$ cat src/hce_pkg.sv
// Shared types, codes and defaults for the Huffman encoder and packer.
`default_nettype none
package hce_pkg;

    localparam int SYMBOL_COUNT_DEF = 256;
    localparam int MAX_CODE_LEN_DEF = 32;
    localparam int QUEUE_DEPTH      = 4;

    localparam int CODE_W  = 32;
    localparam int LEN_W   = 6;
    localparam int TOTAL_W = 40;

    // input opcodes
    localparam logic [1:0] OP_LOAD   = 2'd0;
    localparam logic [1:0] OP_ENCODE = 2'd1;
    localparam logic [1:0] OP_FLUSH  = 2'd2;

    // result kinds
    localparam logic [1:0] KIND_DATA  = 2'd0;
    localparam logic [1:0] KIND_ERROR = 2'd1;
    localparam logic [1:0] KIND_DONE  = 2'd2;

    // commands from front to back
    localparam logic [1:0] CMD_ENCODE = 2'd0;
    localparam logic [1:0] CMD_ERROR  = 2'd1;
    localparam logic [1:0] CMD_FLUSH  = 2'd2;

    typedef struct packed {
        logic [1:0]        opcode;
        logic [7:0]        symbol;
        logic [CODE_W-1:0] code_value;
        logic [LEN_W-1:0]  code_length;
    } t_in_item;

    typedef struct packed {
        logic [1:0]         kind;
        logic [7:0]         data_byte;
        logic               last;
        logic [TOTAL_W-1:0] total_bits;
    } t_result;

    typedef struct packed {
        logic [1:0]        op;
        logic [CODE_W-1:0] code;
        logic [LEN_W-1:0]  len;
    } t_cmd;

endpackage
`default_nettype wire

$ cat src/hce_queue.sv
// Small command FIFO between front and back.
`default_nettype none
module hce_queue (
    input  logic          i_clk,
    input  logic          i_rst_n,
    input  logic          i_push,
    input  hce_pkg::t_cmd i_push_data,
    output logic          o_full,
    output logic          o_valid,
    output hce_pkg::t_cmd o_data,
    input  logic          i_pop
);
    import hce_pkg::*;

    localparam int PTR_W = $clog2(QUEUE_DEPTH);
    localparam int CNT_W = $clog2(QUEUE_DEPTH + 1);

    t_cmd             r_mem [QUEUE_DEPTH];
    logic [PTR_W-1:0] r_wr;
    logic [PTR_W-1:0] r_rd;
    logic [CNT_W-1:0] r_count;

    logic do_push;
    logic do_pop;

    assign o_full  = r_count == CNT_W'(QUEUE_DEPTH);
    assign o_valid = r_count != '0;
    assign o_data  = r_mem[r_rd];
    assign do_push = i_push && !o_full;
    assign do_pop  = i_pop && o_valid;

    always_ff @(posedge i_clk) begin
        if (do_push) begin
            r_mem[r_wr] <= i_push_data;
        end
    end

    always_ff @(posedge i_clk) begin
        if (!i_rst_n) begin
            r_wr    <= '0;
            r_rd    <= '0;
            r_count <= '0;
        end else begin
            if (do_push) begin
                r_wr <= (r_wr == PTR_W'(QUEUE_DEPTH - 1)) ? '0 : r_wr + 1'b1;
            end
            if (do_pop) begin
                r_rd <= (r_rd == PTR_W'(QUEUE_DEPTH - 1)) ? '0 : r_rd + 1'b1;
            end
            if (do_push && !do_pop) begin
                r_count <= r_count + 1'b1;
            end else if (do_pop && !do_push) begin
                r_count <= r_count - 1'b1;
            end
        end
    end

endmodule
`default_nettype wire

$ cat config.mk
export PLATFORM = sky130hd
export DESIGN_NAME = hce_queue
export DESIGN_NICKNAME = d
export VERILOG_FILES = /design/src/hce_pkg.sv /design/src/hce_queue.sv
export SDC_FILE = /design/constraint.sdc
export NUM_CORES = 1
export LEC_CHECK = 0
export BUFFER_PORTS_ARGS = -buffer_cell sky130_fd_sc_hd__buf_2
export CORE_UTILIZATION = 50
export CTS_BUF_LIST = sky130_fd_sc_hd__clkbuf_16
export DETAILED_ROUTE_END_ITERATION = 10
export GPL_ROUTABILITY_DRIVEN = 0
export GPL_TIMING_DRIVEN = 0
export PLACE_DENSITY = 0.82
export SLEW_MARGIN = 20
export SYNTH_ARGS = -nofsm -noshare
export SYNTH_HDL_FRONTEND = slang
export SYNTH_SLANG_ARGS = --single-unit
export TNS_END_PERCENT = 10
$ cat constraint.sdc
create_clock -name i_clk -period 6.4 [get_ports i_clk]
set_clock_uncertainty 0.2 [all_clocks]
set_input_delay 0.32 -clock i_clk [delete_from_list [all_inputs] [get_ports i_clk]]
set_output_delay 0.32 -clock i_clk [all_outputs]
set_load 0.005 [all_outputs]
==> summary.md <==
| Metric | Value |
|---|---|
| Worst-Skew Late Latency | about 0.41 ns |
| Port-buffer cells | 85 |
| Critical path class | flop to flop |
| Worst EP required | 6.53 ns |
| Leakage | 2.80 nW |
| # fillers | 818 |
| Critical Path Start Type | flop |
| CP arrival | 2.76 ns |
| H-tree depth | 4 |
| Final setup violating endpoints | 0 |
| Reg2Reg Setup Slack | 3.77 ns |
| Fraction of layout cells with a size suffix above 1 | 0.390 |
| Seq/Total Area, Yosys | 0.791 |
| Status | finished clean |
| Initial antenna violation count | 0 |
| Met2 wire len | 5.54 mm |
| Final Cycle Share | 0.411 |
| Mapped Nets | between 300 and 400 |
| Slowest cell delay on critical path | 0.58 ns |
| Maximum clock path buffer count | 2 |
| Count of pins over their slew limit | 0 |
| Worst setup EP type | flop |
| Crit Path Max Fanout | 5 |
| Die X | ~110 um |
| Worst min-delay path class | input port to flop |
| Final Hold Fails | 0 |
| Area grow syn2layout | 26.7% |
| CP Buf/Inv Count | 1 |
| Routed met3 length | roughly 560 um |
| Top delay family on crit path | compound AO/OA/AOI/OAI gates |
| RSZ-0062 raised after global routing | no |
| CP max-delay cell | o31ai_1 |
| Final Net Count | 459 |
| R2r startpoint | r_count[0] |
| MaxCap Viol Count | 0 |
| Mapped cell area | 6300 um^2 |
| I/O Pins | 86 |
| Clk sinks | 169 |
| R2R Path End | r_count[2] |
| Drt pass-1 iters | 4 |
| #FFs+latches synth | between 150 and 200 |
| Levels on crit path | 7 |
| Design Area, Final | 7980 um^2 |
| Instance area after placement | 7040 um^2 |
| PostCTS Resize Cnt | 0 |
| Total gr overflow | 0 |
| Die Area | between 10000 and 15000 um^2 |
| Cell variety after synth | 23 |
| Routed Antenna Nets | 0 |
| Setup TNS | 0 ns |
| Top Layer Used | met4 |
| CTS root buf | clkbuf_16 |
| CP cell instances | o31ai_1 -> ha_1 -> inv_1 -> fa_1 -> xor2_1 -> or3_1 -> a21boi_0 |
| Post-synthesis instance total | 260 |
| Die Ht | 114 um |
| Worst vdd ir | 0.000198 V |
| Power Density | 374 nW/um^2 |
| Warnings from Yosys | 0 |
| Clock period minus worst slack | 2.63 ns |
| Hold path cells | 3 |
| Iter 0 DRT Violations | 113 |
| Final Routed Wirelength | about 11 mm |
| Vias in the first global route | 3259 |
| Residual DRC | 0 |
| Via count | 3030 |
| Worst slew pin tran | 0.665 ns |
| First-pass GRT wire length | roughly 16 mm |
| Worst Hold Launch | i_rst_n |
| Slew headroom | 0.557 |
| Final HPWL DP | between 6 and 7 mm |
| Core Area | 12200 um^2 |
| R2R depth | 7 |
| Fmax | 380 MHz |
| CTS tree | done |
| CTS buffer count | 17 |
| Worst-path clk slew | 0.06 ns |
| Largest net degree at the start of global routing | 24 |
| Wire per inst | 17.8 um |
| Via-to-Cell Ratio | 5.14 |
| # diodes | 0 |
| Mean post-synth cell area | between 20 and 25 um^2 |
| Initial core utilization | 0.518 |
| Site row count | 40 |
| Met1 wire length | 4.28 mm |
| GRT Total Usage | 0.179 |
## through the flow
| step | util | total power, mW | hold WS, ns | cells | setup WS [ns] |
|---|---|---|---|---|---|
| floorplan | - | 1.83 | 0.219 | 260 | 4.05 |
| global placement | 0.570 | 2.04 | 0.277 | 513 | 3.28 |
| detailed placement | 0.579 | 2.08 | 0.297 | 517 | 3.79 |
| CTS | 0.656 | 3.02 | 0.0139 | 589 | 3.78 |
| global route | 0.656 | 3.11 | 0.0503 | 589 | 3.56 |
| finish | 0.656 | 2.98 | 0.0342 | 589 | 3.77 |
## cells in the mapped netlist (all sizes together)
cell | n | area, um^2
inv | 3 | 11.3
buf | 10 | 116
xor2 | 1 | 8.76
nand3 | 2 | 10.0
and2 | 5 | 31.3
mux4 | 40 | 901
clkbuf | 1 | 3.75
edfxtp | 160 | 4800
nand2 | 6 | 22.5
o31ai | 1 | 7.51
ha | 6 | 75.1
xnor2 | 1 | 8.76
or3 | 2 | 12.5
mux2i | 3 | 30.0
nor2b | 2 | 12.5
dfxtp | 9 | 180
nor3b | 1 | 12.5
nor2 | 2 | 7.51
o21ai | 3 | 15.0
fa | 1 | 20.0
a21boi | 1 | 7.51
## worst min-delay path, stage by stage
cell and delay (ns):
buf_2 0.11, nand2_1 0.05, o21ai_0 0.10
## flip-flops by register name, indices dropped and copies added (netlist names), named ones only
name,cells
r_mem,160
r_count,3
r_rd,2
r_wr,2
## layer usage
layer | global-route usage | up-vias
li1 | - | 1382
met1 | 0.206 | 1539
met2 | 0.303 | 96
met3 | 0.0662 | 13
met4 | 0.0762 | 0
met5 | 0 | -
## logic make-up after synthesis
logic type / synth area share
compound gates: 0.00477
xor+xnor: 0.00278
simple gates: 0.0173
fa+ha+maj: 0.0151
buf+inv: 0.0209
mux: 0.148
flops: 0.791
## timing repair
item,CTS,global route
hold endpoints to repair,160,0
setup buffers,0,0
hold buffers,40,0
## layout make-up
class                      instances  area, um^2  area share
sequential                       169        4980       0.625
multi-input combinational         77        1190       0.149
timing repair buffer             129         928       0.116
clock buffer                      17         425      0.0533
tap                              168         210      0.0263
buffer                            11         120      0.0151
clock inverter                    15         110      0.0138
inverter                           3        11.3     0.00141
## worst max-delay path by stage
stage	end	slack [ns]	startpoint
after floorplan	r_mem[0][0]	4.05	r_count[0]
after global placement	r_mem[0][10]	3.28	r_count[0]
after detailed placement	r_count[2]	3.79	r_count[0]
after CTS	r_count[2]	3.78	r_count[0]
after global routing	r_count[2]	3.56	r_count[0]
final	r_count[2]	3.77	r_count[0]
## cell usage in the layout, fill, tap and decap left out, types with 5 or more instances in the layout
cell type	netlist	layout
dfxtp_1	9	9
edfxtp_1	160	160
mux4_2	40	40
dlygate4sd3_1	0	40
buf_2	5	90
ha_1	6	6
buf_12	4	5
clkbuf_16	0	17
inv_1	3	12
nand2_1	6	6
## report_power, final
group	leakage, nW	internal (mW)	switching [mW]
combinational	0.968	0.377	0.300
clock	0.294	0.555	0.364
sequential	1.54	1.35	0.0382
total	2.80	2.28	0.702
(Power assumes the default switching activity.)
