==> src/hce_pkg.sv <==
// Shared types, codes and defaults for the Huffman encoder and packer.
`default_nettype none
package hce_pkg;

    localparam int SYMBOL_COUNT_DEF = 256;
    localparam int MAX_CODE_LEN_DEF = 32;
    localparam int QUEUE_DEPTH      = 4;

    localparam int CODE_W  = 32;
    localparam int LEN_W   = 6;
    localparam int TOTAL_W = 40;

    // input opcodes
    localparam logic [1:0] OP_LOAD   = 2'd0;
    localparam logic [1:0] OP_ENCODE = 2'd1;
    localparam logic [1:0] OP_FLUSH  = 2'd2;

    // result kinds
    localparam logic [1:0] KIND_DATA  = 2'd0;
    localparam logic [1:0] KIND_ERROR = 2'd1;
    localparam logic [1:0] KIND_DONE  = 2'd2;

    // commands from front to back
    localparam logic [1:0] CMD_ENCODE = 2'd0;
    localparam logic [1:0] CMD_ERROR  = 2'd1;
    localparam logic [1:0] CMD_FLUSH  = 2'd2;

    typedef struct packed {
        logic [1:0]        opcode;
        logic [7:0]        symbol;
        logic [CODE_W-1:0] code_value;
        logic [LEN_W-1:0]  code_length;
    } t_in_item;

    typedef struct packed {
        logic [1:0]         kind;
        logic [7:0]         data_byte;
        logic               last;
        logic [TOTAL_W-1:0] total_bits;
    } t_result;

    typedef struct packed {
        logic [1:0]        op;
        logic [CODE_W-1:0] code;
        logic [LEN_W-1:0]  len;
    } t_cmd;

endpackage
`default_nettype wire

==> src/hce_back.sv <==
// Back end: bit packer, running total and output register.
`default_nettype none
module hce_back #(
    parameter int MAX_CODE_LEN = 32
) (
    input  logic             i_clk,
    input  logic             i_rst_n,
    input  logic             i_cmd_valid,
    input  hce_pkg::t_cmd    i_cmd,
    output logic             o_cmd_take,
    output logic             o_out_valid,
    input  logic             i_out_ready,
    output hce_pkg::t_result o_out_data
);
    import hce_pkg::*;

    localparam int SH_W  = MAX_CODE_LEN + 7;
    localparam int CNT_W = $clog2(SH_W + 1);
    localparam int EXT_W = SH_W + CODE_W;

    // bits waiting to go out, left aligned; bits below r_cnt are zero
    logic [SH_W-1:0]    r_sh;
    logic [CNT_W-1:0]   r_cnt;
    logic [TOTAL_W-1:0] r_total;
    logic               r_act;
    logic [1:0]         r_op;
    logic               r_ov;
    t_result            r_out;

    logic               emit_ok;
    logic               step;
    logic               fin;
    logic               free;
    t_result            res;
    logic [SH_W-1:0]    base_sh;
    logic [CNT_W-1:0]   base_cnt;
    logic [TOTAL_W-1:0] base_total;
    logic [SH_W-1:0]    cur_sh;
    logic [CNT_W-1:0]   cur_cnt;
    logic [TOTAL_W-1:0] cur_total;
    logic [CNT_W-1:0]   rem_cnt;
    logic [CNT_W-1:0]   amt;
    logic [EXT_W-1:0]   placed_ext;
    logic [CNT_W-1:0]   new_cnt;
    logic [TOTAL_W:0]   sum;
    logic [SH_W-1:0]    n_sh;
    logic [CNT_W-1:0]   n_cnt;
    logic [TOTAL_W-1:0] n_total;
    logic               n_act;
    logic [1:0]         n_op;

    assign emit_ok = !r_ov || i_out_ready;
    assign step    = r_act && emit_ok;
    assign rem_cnt = r_cnt - CNT_W'(8);

    // result of the active command and the state left behind by it
    always_comb begin
        res            = '0;
        res.total_bits = r_total;
        fin            = 1'b0;
        base_sh        = r_sh;
        base_cnt       = r_cnt;
        base_total     = r_total;
        unique case (r_op)
            CMD_ENCODE: begin
                res.kind      = KIND_DATA;
                res.data_byte = r_sh[SH_W-1 -: 8];
                res.last      = rem_cnt < CNT_W'(8);
                fin           = res.last;
                base_sh       = r_sh << 8;
                base_cnt      = rem_cnt;
            end
            CMD_ERROR: begin
                res.kind = KIND_ERROR;
                res.last = 1'b1;
                fin      = 1'b1;
            end
            CMD_FLUSH: begin
                if (r_cnt != '0) begin
                    res.kind      = KIND_DATA;
                    res.data_byte = r_sh[SH_W-1 -: 8];
                    base_sh       = '0;
                    base_cnt      = '0;
                end else begin
                    res.kind   = KIND_DONE;
                    res.last   = 1'b1;
                    fin        = 1'b1;
                    base_total = '0;
                end
            end
            default: begin
                fin = 1'b1;
            end
        endcase
    end

    assign cur_sh    = step ? base_sh : r_sh;
    assign cur_cnt   = step ? base_cnt : r_cnt;
    assign cur_total = step ? base_total : r_total;

    assign free       = !r_act || (step && fin);
    assign o_cmd_take = free && i_cmd_valid;

    // new code goes right under the bits already waiting
    assign amt        = CNT_W'(SH_W) - CNT_W'(i_cmd.len) - cur_cnt;
    assign placed_ext = EXT_W'(i_cmd.code) << amt;
    assign new_cnt    = cur_cnt + CNT_W'(i_cmd.len);
    assign sum        = {1'b0, cur_total} + (TOTAL_W + 1)'(i_cmd.len);

    always_comb begin
        n_sh    = cur_sh;
        n_cnt   = cur_cnt;
        n_total = cur_total;
        n_op    = r_op;
        n_act   = r_act && !(step && fin);
        if (o_cmd_take) begin
            n_op  = i_cmd.op;
            n_act = 1'b1;
            if (i_cmd.op == CMD_ENCODE) begin
                n_sh    = cur_sh | placed_ext[SH_W-1:0];
                n_cnt   = new_cnt;
                n_total = sum[TOTAL_W] ? {TOTAL_W{1'b1}} : sum[TOTAL_W-1:0];
                n_act   = new_cnt >= CNT_W'(8);
            end
        end
    end

    always_ff @(posedge i_clk) begin
        if (!i_rst_n) begin
            r_sh    <= '0;
            r_cnt   <= '0;
            r_total <= '0;
            r_act   <= 1'b0;
            r_op    <= CMD_ENCODE;
            r_ov    <= 1'b0;
        end else begin
            r_sh    <= n_sh;
            r_cnt   <= n_cnt;
            r_total <= n_total;
            r_act   <= n_act;
            r_op    <= n_op;
            if (step) begin
                r_ov <= 1'b1;
            end else if (i_out_ready) begin
                r_ov <= 1'b0;
            end
        end
    end

    always_ff @(posedge i_clk) begin
        if (step) begin
            r_out <= res;
        end
    end

    assign o_out_valid = r_ov;
    assign o_out_data  = r_out;

    a_enc_has_byte: assert property (@(posedge i_clk) disable iff (!i_rst_n)
        (r_act && r_op == CMD_ENCODE) |-> (r_cnt >= CNT_W'(8)))
        else $error("encode active without a full byte");

    a_idle_partial: assert property (@(posedge i_clk) disable iff (!i_rst_n)
        !r_act |-> (r_cnt < CNT_W'(8)))
        else $error("idle packer holds a full byte");

    a_flush_partial: assert property (@(posedge i_clk) disable iff (!i_rst_n)
        (r_act && r_op == CMD_FLUSH) |-> (r_cnt < CNT_W'(8)))
        else $error("flush with more than a partial byte");

    a_total_clear: assert property (@(posedge i_clk) disable iff (!i_rst_n)
        (step && r_op == CMD_FLUSH && r_cnt == '0 && !o_cmd_take) |=> (r_total == '0))
        else $error("bit total not cleared after flush");

endmodule
`default_nettype wire

==> config.mk <==
export PLATFORM = sky130hd
export DESIGN_NAME = hce_back
export DESIGN_NICKNAME = d
export VERILOG_FILES = /design/src/hce_pkg.sv /design/src/hce_back.sv
export SDC_FILE = /design/constraint.sdc
export NUM_CORES = 1
export LEC_CHECK = 0
export BUFFER_PORTS_ARGS = -buffer_cell sky130_fd_sc_hd__buf_2
export CAP_MARGIN = 20
export CORE_MARGIN = 1.5
export CORE_UTILIZATION = 54
export DETAILED_ROUTE_END_ITERATION = 12
export PLACE_DENSITY_LB_ADDON = 0.1
export RECOVER_POWER = 100
export SLEW_MARGIN = 15
export SYNTH_ARGS = -nofsm -noshare
export SYNTH_HDL_FRONTEND = slang
export SYNTH_SLANG_ARGS = --single-unit
==> constraint.sdc <==
create_clock -name i_clk -period 3.79 [get_ports i_clk]
set_input_delay 0.758 -clock i_clk [delete_from_list [all_inputs] [get_ports i_clk]]
set_output_delay 0.758 -clock i_clk [all_outputs]
set_load 0.01 [all_outputs]
==> results of run 1 <==
## kinds of logic (layout without fill, tap and decap cells)
logic type / Yosys count / in the layout
buffers and inverters: 95 / 238
xor gates and xnor gates: 36 / 36
AOI/OAI and AO/OA: 235 / 235
and+or+nand+nor: 362 / 362
adders and majority gates: 19 / 19
DFF: 140 / 140
muxes: 57 / 57
## worst paths after layout
kind / end / depth (start not counted) / slack (ps)
hold reg to reg: o_out_data[0] / 0 / 430
setup reg to reg: r_total[1] / 15 / 240
setup / recovery: r_total[1] / 15 / 240
hold / removal: o_out_data[0] / 0 / 430
## area by class of cell
type | instances | area share, %
Multi-Input combinational cell | 709 | 47.8
Inverter | 21 | 0.758
Timing Repair Buffer | 185 | 11.3
Tap cell | 216 | 2.60
Clock buffer | 20 | 4.39
Sequential cell | 140 | 31.9
Clock inverter | 12 | 1.31
## worst register-to-register path, cell delays in order, from the launching register on
cell and delay, ps:
dfxtp_1 380, nor4_2 360, and2_1 220, nand2_2 110
and2_1 190, ha_1 190, inv_1 60, fa_1 200
nor2b_1 50, o21ai_0 290, a21oi_2 100, clkbuf_2 170
o21ai_2 560, nor4_4 130, clkbuf_2 180, o221a_2 250
## per-layer routing
| layer | share of wire (%) | vias up | wire (um) | global-route usage (%) |
|---|---|---|---|---|
| met5 | 0 | - | 0 | 0 |
| met4 | 2.4 | 0 | 537 | 10.5 |
| met3 | 5.7 | 50 | 1280 | 4.59 |
| met2 | 46 | 311 | 10400 | 44.0 |
| met1 | 46 | 3716 | 10300 | 38.0 |
| li1 | - | 3808 | - | - |
## per-stage QoR
step | total power [mW] | instance area, um^2 | setup WS [ps] | std cells | util, %
final | 5.83 | 10400 | 244 | 1303 | 66.0
after global routing | 6.13 | 10400 | 23.5 | 1303 | 66.0
after CTS | 5.87 | 10500 | 281 | 1303 | 66.8
after detailed placement | 4.19 | 9940 | -40.3 | 1271 | 63.0
after global placement | 4.18 | 9940 | -39.4 | 1271 | 63.0
after floorplan | 3.26 | 8710 | 8.08 | 944 | -
## synth_stat cells (5+ instances only)
| master | instances |
|---|---|
| edfxtp_1 | 51 |
| nor4_1 | 11 |
| nand4_1 | 26 |
| xor2_1 | 17 |
| nor2_1 | 38 |
| dfxtp_1 | 89 |
| nand2_1 | 117 |
| mux2i_1 | 18 |
| ha_1 | 16 |
| and2_1 | 21 |
| o21ai_0 | 39 |
| mux4_2 | 24 |
| nor2b_1 | 8 |
| o211ai_1 | 16 |
| a22oi_1 | 27 |
| inv_1 | 18 |
| clkbuf_1 | 39 |
| o2111ai_1 | 5 |
| o21ai_1 | 8 |
| a31oi_1 | 6 |
| xnor2_1 | 17 |
| and3_1 | 14 |
| a21oi_1 | 76 |
| nand3_1 | 35 |
| nor3_1 | 56 |
| a211oi_1 | 9 |
| or3_1 | 5 |
| buf_2 | 25 |
| mux2_2 | 15 |
## power by group
part | switching, mW | internal (mW) | leakage, nW | total, mW
clock network | 0.665 | 1.01 | 0.283 | 1.67
logic | 1.40 | 1.02 | 2.29 | 2.42
registers | 0.0486 | 1.69 | 1.22 | 1.74
## sequential cells by signal (all words and copies together) (netlist names)
signal,flops
o_out_valid,1
r_cnt,6
r_op,2
r_total,40
r_act,1
o_out_data,51
r_sh,39
==> qor.yml, run 1 <==
status: "finished with violations"
failed_checks: "max-capacitance violations, max-slew violations"
cts_tree: "done"
grt_overflow: 0
yosysUniqueCellTypes: 82
critPathMaxStageDelay_ps: 560
tightest_slew_ps: 2690
path_clk_slew_ps: 70
rows: 46
syn_to_final_growth_pct: 19.8
viasPerCell: 6.05
synthCells: 944
core_area_um2: 15800
drtAntennaViolNets: 0
synth_nets: 1007
fill_cells: 1347
grtUsageTotal_pct: 27.7
htreeDepth: 4
crit_required_ps: 4110
skew_ps: 10.5
fin_setup_tns_ps: 0
fin_crit_ps: 3550
synth-simple-area-share_pct: 21.6
min_from: "r_total[0]"
ys_seq_area_share_pct: 38.2
synthAdderAreaFrac_pct: 3.00
power_density_nw_per_um2: 561
dr.first_iter.drc_count: 623
crit_chain: "nor4_2 > and2_1 > nand2_2 > and2_1 > ha_1 > inv_1 > fa_1 > nor2b_1 > o21ai_0 > a21oi_2 > clkbuf_2 > o21ai_2 > nor4_4 > clkbuf_2 > o221a_2"
start_util_pct: 55.1
cts_sinks: 140
port_buffers: 96
holdWs_ps: 432
drv_slew: 52
n_antenna_cell: 0
synth_top_area_share_pct: 20.5
wl_per_cell_um: 17.3
grt_max_degree: 52
layout_common_cells: "nand2_1, dfxtp_1, a21oi_1, buf_4, clkbuf_1"
ys_ff_latch: 140
grt_setup_unrepaired: "no"
die_h_um: 130
worst_setup_path_start_kind: "register"
synth_xor_area_share_pct: 3.89
ys.flop_type: "dfxtp_1"
yosys.area.top_type: "dfxtp_1"
place_hpwl_mm: 16.6
seq_area_um2: 3310
gp_congestion: 0.996
drive_gt1_share_pct: 21.4
hp-class: "register to register"
cp.arrival_ps: 3870
cp_top_family: "compound AO/OA/AOI/OAI gates"
slew_headroom_pct: -79.5
path_buf_inv: 3
dieArea_um2: 16900
ys_warn_count: 0
synth_edf_count: 51
synth_top_family_by_area: "simple AND/OR/NAND/NOR gates"
clockBufferDepth: 2
multi_input_area_um2: 4970
cp-end-kind: "register"
async_flop_share_pct: 0
grt_pass1_wl_mm: 36.7
antenna_found_initial: 0
p_leak_nw: 3.79
hold_viol: 0
num_vias: 7885
clock_latency_ps: 430
syn_area_per_cell_um2: 9.20
die_x_um: 130
cts_root_buf: "clkbuf_16"
vdd_drop_max_v: 0.000342
hold_buffers: 0
max_cap_violations: 1
final_common_cell: "nand2_1"
synth_compound_area_share_pct: 18.2
slowest_stage: "o21ai_2"
max_freq_ghz: 0.282
final_nets: 1137
io_pins: 97
post_cts_buffers: 0
wirelength_mm: 22.6
crit_fanout: 10
crit_type: "register to register"
cts_resized: 0
setup_violations: 0
period_share_pct: 93.6
synthMuxAreaShare_pct: 10.2
cts_buffers: 17
synth_area_leaders: "dfxtp_1, edfxtp_1, mux4_2"
netlist_area_um2: 8680
drc: 0
firstDrtPassIters: 5
setup.worst_path.start: "r_cnt[1]"
reg2reg_from: "r_cnt[1]"
grt_pass1_vias: 7181
Power figures use the tool's default switching activity.
==> inputs of run 2 (changes only) <==
- BUFFER_PORTS_ARGS: -buffer_cell sky130_fd_sc_hd__buf_2 -> unset
- CORE_UTILIZATION: 54 -> 58
- DONT_BUFFER_PORTS: unset -> 1
==> run 2 against run 1 <==
  * The flow still finishes with violations (max-capacitance violations, max-slew violations)
  * First-iteration DRC count increased by 24%
  * Cell count decreased by 11%
  * Sequential power increased by 3%
  * Via count decreased by 2.1%
  * Clock power decreased by 5%
  * Combinational power decreased by 4%
  * Total power decreased by 2.4%
  * Flip-flop and latch count unchanged
  * Die area decreased by 6.7%
  * Utilization increased by 1.2 points
  * Non-clock buffer count decreased by 115
  * Worst hold slack got worse by 6.0 ps
==> qor.yml, run 2 (same netlist as run 1, synthesis figures left out) <==
final_nets: 1022  # was 1137
power_density_nw_per_um2: 581  # was 561 nW/um^2
tightest_slew_ps: 2650  # was 2690 ps
cts_resized: 0  # unchanged
antenna_found_initial: 1  # was 0
pwr-share-comb_pct: 40.7  # was 41.5%
max_freq_ghz: 0.277  # was 0.282 GHz
cp.arrival_ps: 3940  # was 3870 ps
cts_tree: "done"  # unchanged
setup_slack_ps: 179  # was 244 ps
failed_checks: "max-capacitance violations, max-slew violations"  # unchanged
setup.worst_path.start: "r_op[0]"  # was r_cnt[1]
post-place-ws_ps: -120  # was -40.3 ps
dr.first_iter.drc_count: 774  # was 623
p_leak_nw: 3.48  # was 3.79 nW
syn_to_final_growth_pct: 12.8  # was 19.8%
ff2ff_path_depth: 14  # was 15
drtAntennaViolNets: 0  # unchanged
power.switching_mw: 2.19  # was 2.11 mW
vdd_drop_max_v: 0.000435  # was 0.000342 V
largest_reg_flops: 51  # unchanged
fin_util_pct: 67.2  # was 66.0%
cp-endpoint: "r_sh[8]"  # was r_total[1]
status: "finished with violations"  # unchanged
post_cts_buffers: 0  # unchanged
core_area_um2: 14600  # was 15800 um^2
hold_viol: 0  # unchanged
grt_max_degree: 64  # was 52
crit_required_ps: 4120  # was 4110 ps
grtUsageTotal_pct: 32.1  # was 27.7%
hp-class: "register to register"  # unchanged
stdcell_count: 1156  # was 1303
reg2reg_to: "r_sh[8]"  # was r_total[1]
die_x_um: 125  # was 130 um
port_buffers: 0  # was 96
io_pins: 97  # unchanged
switching_share_pct: 38.5  # was 36.2%
clockBufferDepth: 2  # unchanged
place_hpwl_mm: 17.9  # was 16.6 mm
start_util_pct: 59.5  # was 55.1%
worst_setup_path_start_kind: "register"  # unchanged
crit_type: "register to register"  # unchanged
drv_slew: 52  # unchanged
r2r_setup_slack_ps: 180  # was 240 ps
cts_root_buf: "clkbuf_16"  # unchanged
skew_ps: 10.1  # was 10.5 ps
wl_per_cell_um: 21.6  # was 17.3 um
num_vias: 7719  # was 7885
gp_congestion: 0.960  # was 0.996
grt_pass1_wl_mm: 40.1  # was 36.7 mm
path_clk_slew_ps: 60  # was 70 ps
finalInstanceArea_um2: 9800  # was 10400 um^2
grt_pass1_vias: 7345  # was 7181
pwr-share-clk_pct: 27.9  # was 28.7%
wirelength_mm: 25.0  # was 22.6 mm
p_int_mw: 3.50  # was 3.72 mW
final_common_cell: "nand2_1"  # unchanged
layout_common_cells: "nand2_1, dfxtp_1, a21oi_1, buf_4, nor3_1"  # was nand2_1, dfxtp_1, a21oi_1, buf_4, clkbuf_1
hold_buffers: 0  # unchanged
die_h_um: 125  # was 130 um
firstDrtPassIters: 6  # was 5
rows: 44  # was 46
cp-end-kind: "register"  # unchanged
max_cap_violations: 1  # unchanged
drive_gt1_share_pct: 18.8  # was 21.4%
grt_setup_unrepaired: "yes"  # was no
p_seq_share_pct: 31.4  # was 29.8%
fin_crit_ps: 3610  # was 3550 ps
n_antenna_cell: 0  # unchanged
crit_fanout: 33  # was 10
dieArea_um2: 15700  # was 16900 um^2
setup_violations: 0  # unchanged
viasPerCell: 6.68  # was 6.05
slew_headroom_pct: -77.0  # was -79.5%
htreeDepth: 4  # unchanged
clock_latency_ps: 420  # was 430 ps
grt_overflow: 0  # unchanged
period_share_pct: 95.3  # was 93.6%
cts_buffers: 17  # unchanged
place_inst: 1124  # was 1271
reg2reg_from: "r_op[0]"  # was r_cnt[1]
drc: 0  # unchanged
placed_area_um2: 9210  # was 9940 um^2
cts_sinks: 140  # unchanged
==> run 2: cell count changes in the layout (fill, tap and decap cells not counted), sizes merged <==
cell    before  now
bufinv       2    0
inv         23   22
clkinv       5    6
clkbuf      84   23
buf        121   69
==> run 2: metrics by stage <==
step | hold slack (ps) | power [mW] | TNS [ps]
final | 426 | 5.69 | 0
after global routing | 445 | 5.95 | -28.6
after CTS | 425 | 5.63 | 0
after detailed placement | 410 | 4.05 | -1870
after global placement | 402 | 4.02 | -58.9
after floorplan | 400 | 3.26 | 0
==> run 2: final cells by class <==
type / count / area (um^2)
clock buffer: 22 / 485
clock inverter: 10 / 82.6
fill: 1150 / 4790
inverter: 21 / 80.1
multi-input combinational: 709 / 5010
sequential: 140 / 3310
tap: 184 / 230
timing repair buffer: 70 / 597
==> run 2: metal layers <==
metal  track usage [%]  vias up  routed length [um]
li1                  -     3563                   -
met1              46.7     3713               11100
met2              47.0      396               11100
met3              9.07       47                2330
met4              8.76        0                 435
met5                 0        -                   0
==> run 2: critical path, stage by stage, from the launching register on <==
cell      delay, ps
dfxtp_1         390
nor2b_4         210
nand3_1         190
and2_1          260
ha_1            310
ha_1            230
ha_1            340
clkinv_1        100
buf_12          190
nand2_1          90
nor2_1          400
nand3_1         170
a21oi_1         340
nand3_1         140
a21oi_1         150
==> run 2: worst min path at each step <==
stage,startpoint,cells after the start,to
2_1_floorplan,r_total[0],0,o_out_data[0]
4_1_cts,r_total[4],0,o_out_data[4]
3_5_place_dp,r_total[4],0,o_out_data[4]
6_report,r_total[4],0,o_out_data[4]
5_1_grt,r_total[4],0,o_out_data[4]
3_3_place_gp,r_total[3],0,o_out_data[3]
==> run 2: power by group through the flow <==
stage	Sequential, mW	Clock [mW]	Combinational, mW
after floorplan	1.79	0	1.47
after global placement	1.81	0	2.22
after detailed placement	1.81	0	2.24
after CTS	1.78	1.60	2.25
after global routing	1.80	1.67	2.48
final	1.79	1.59	2.32
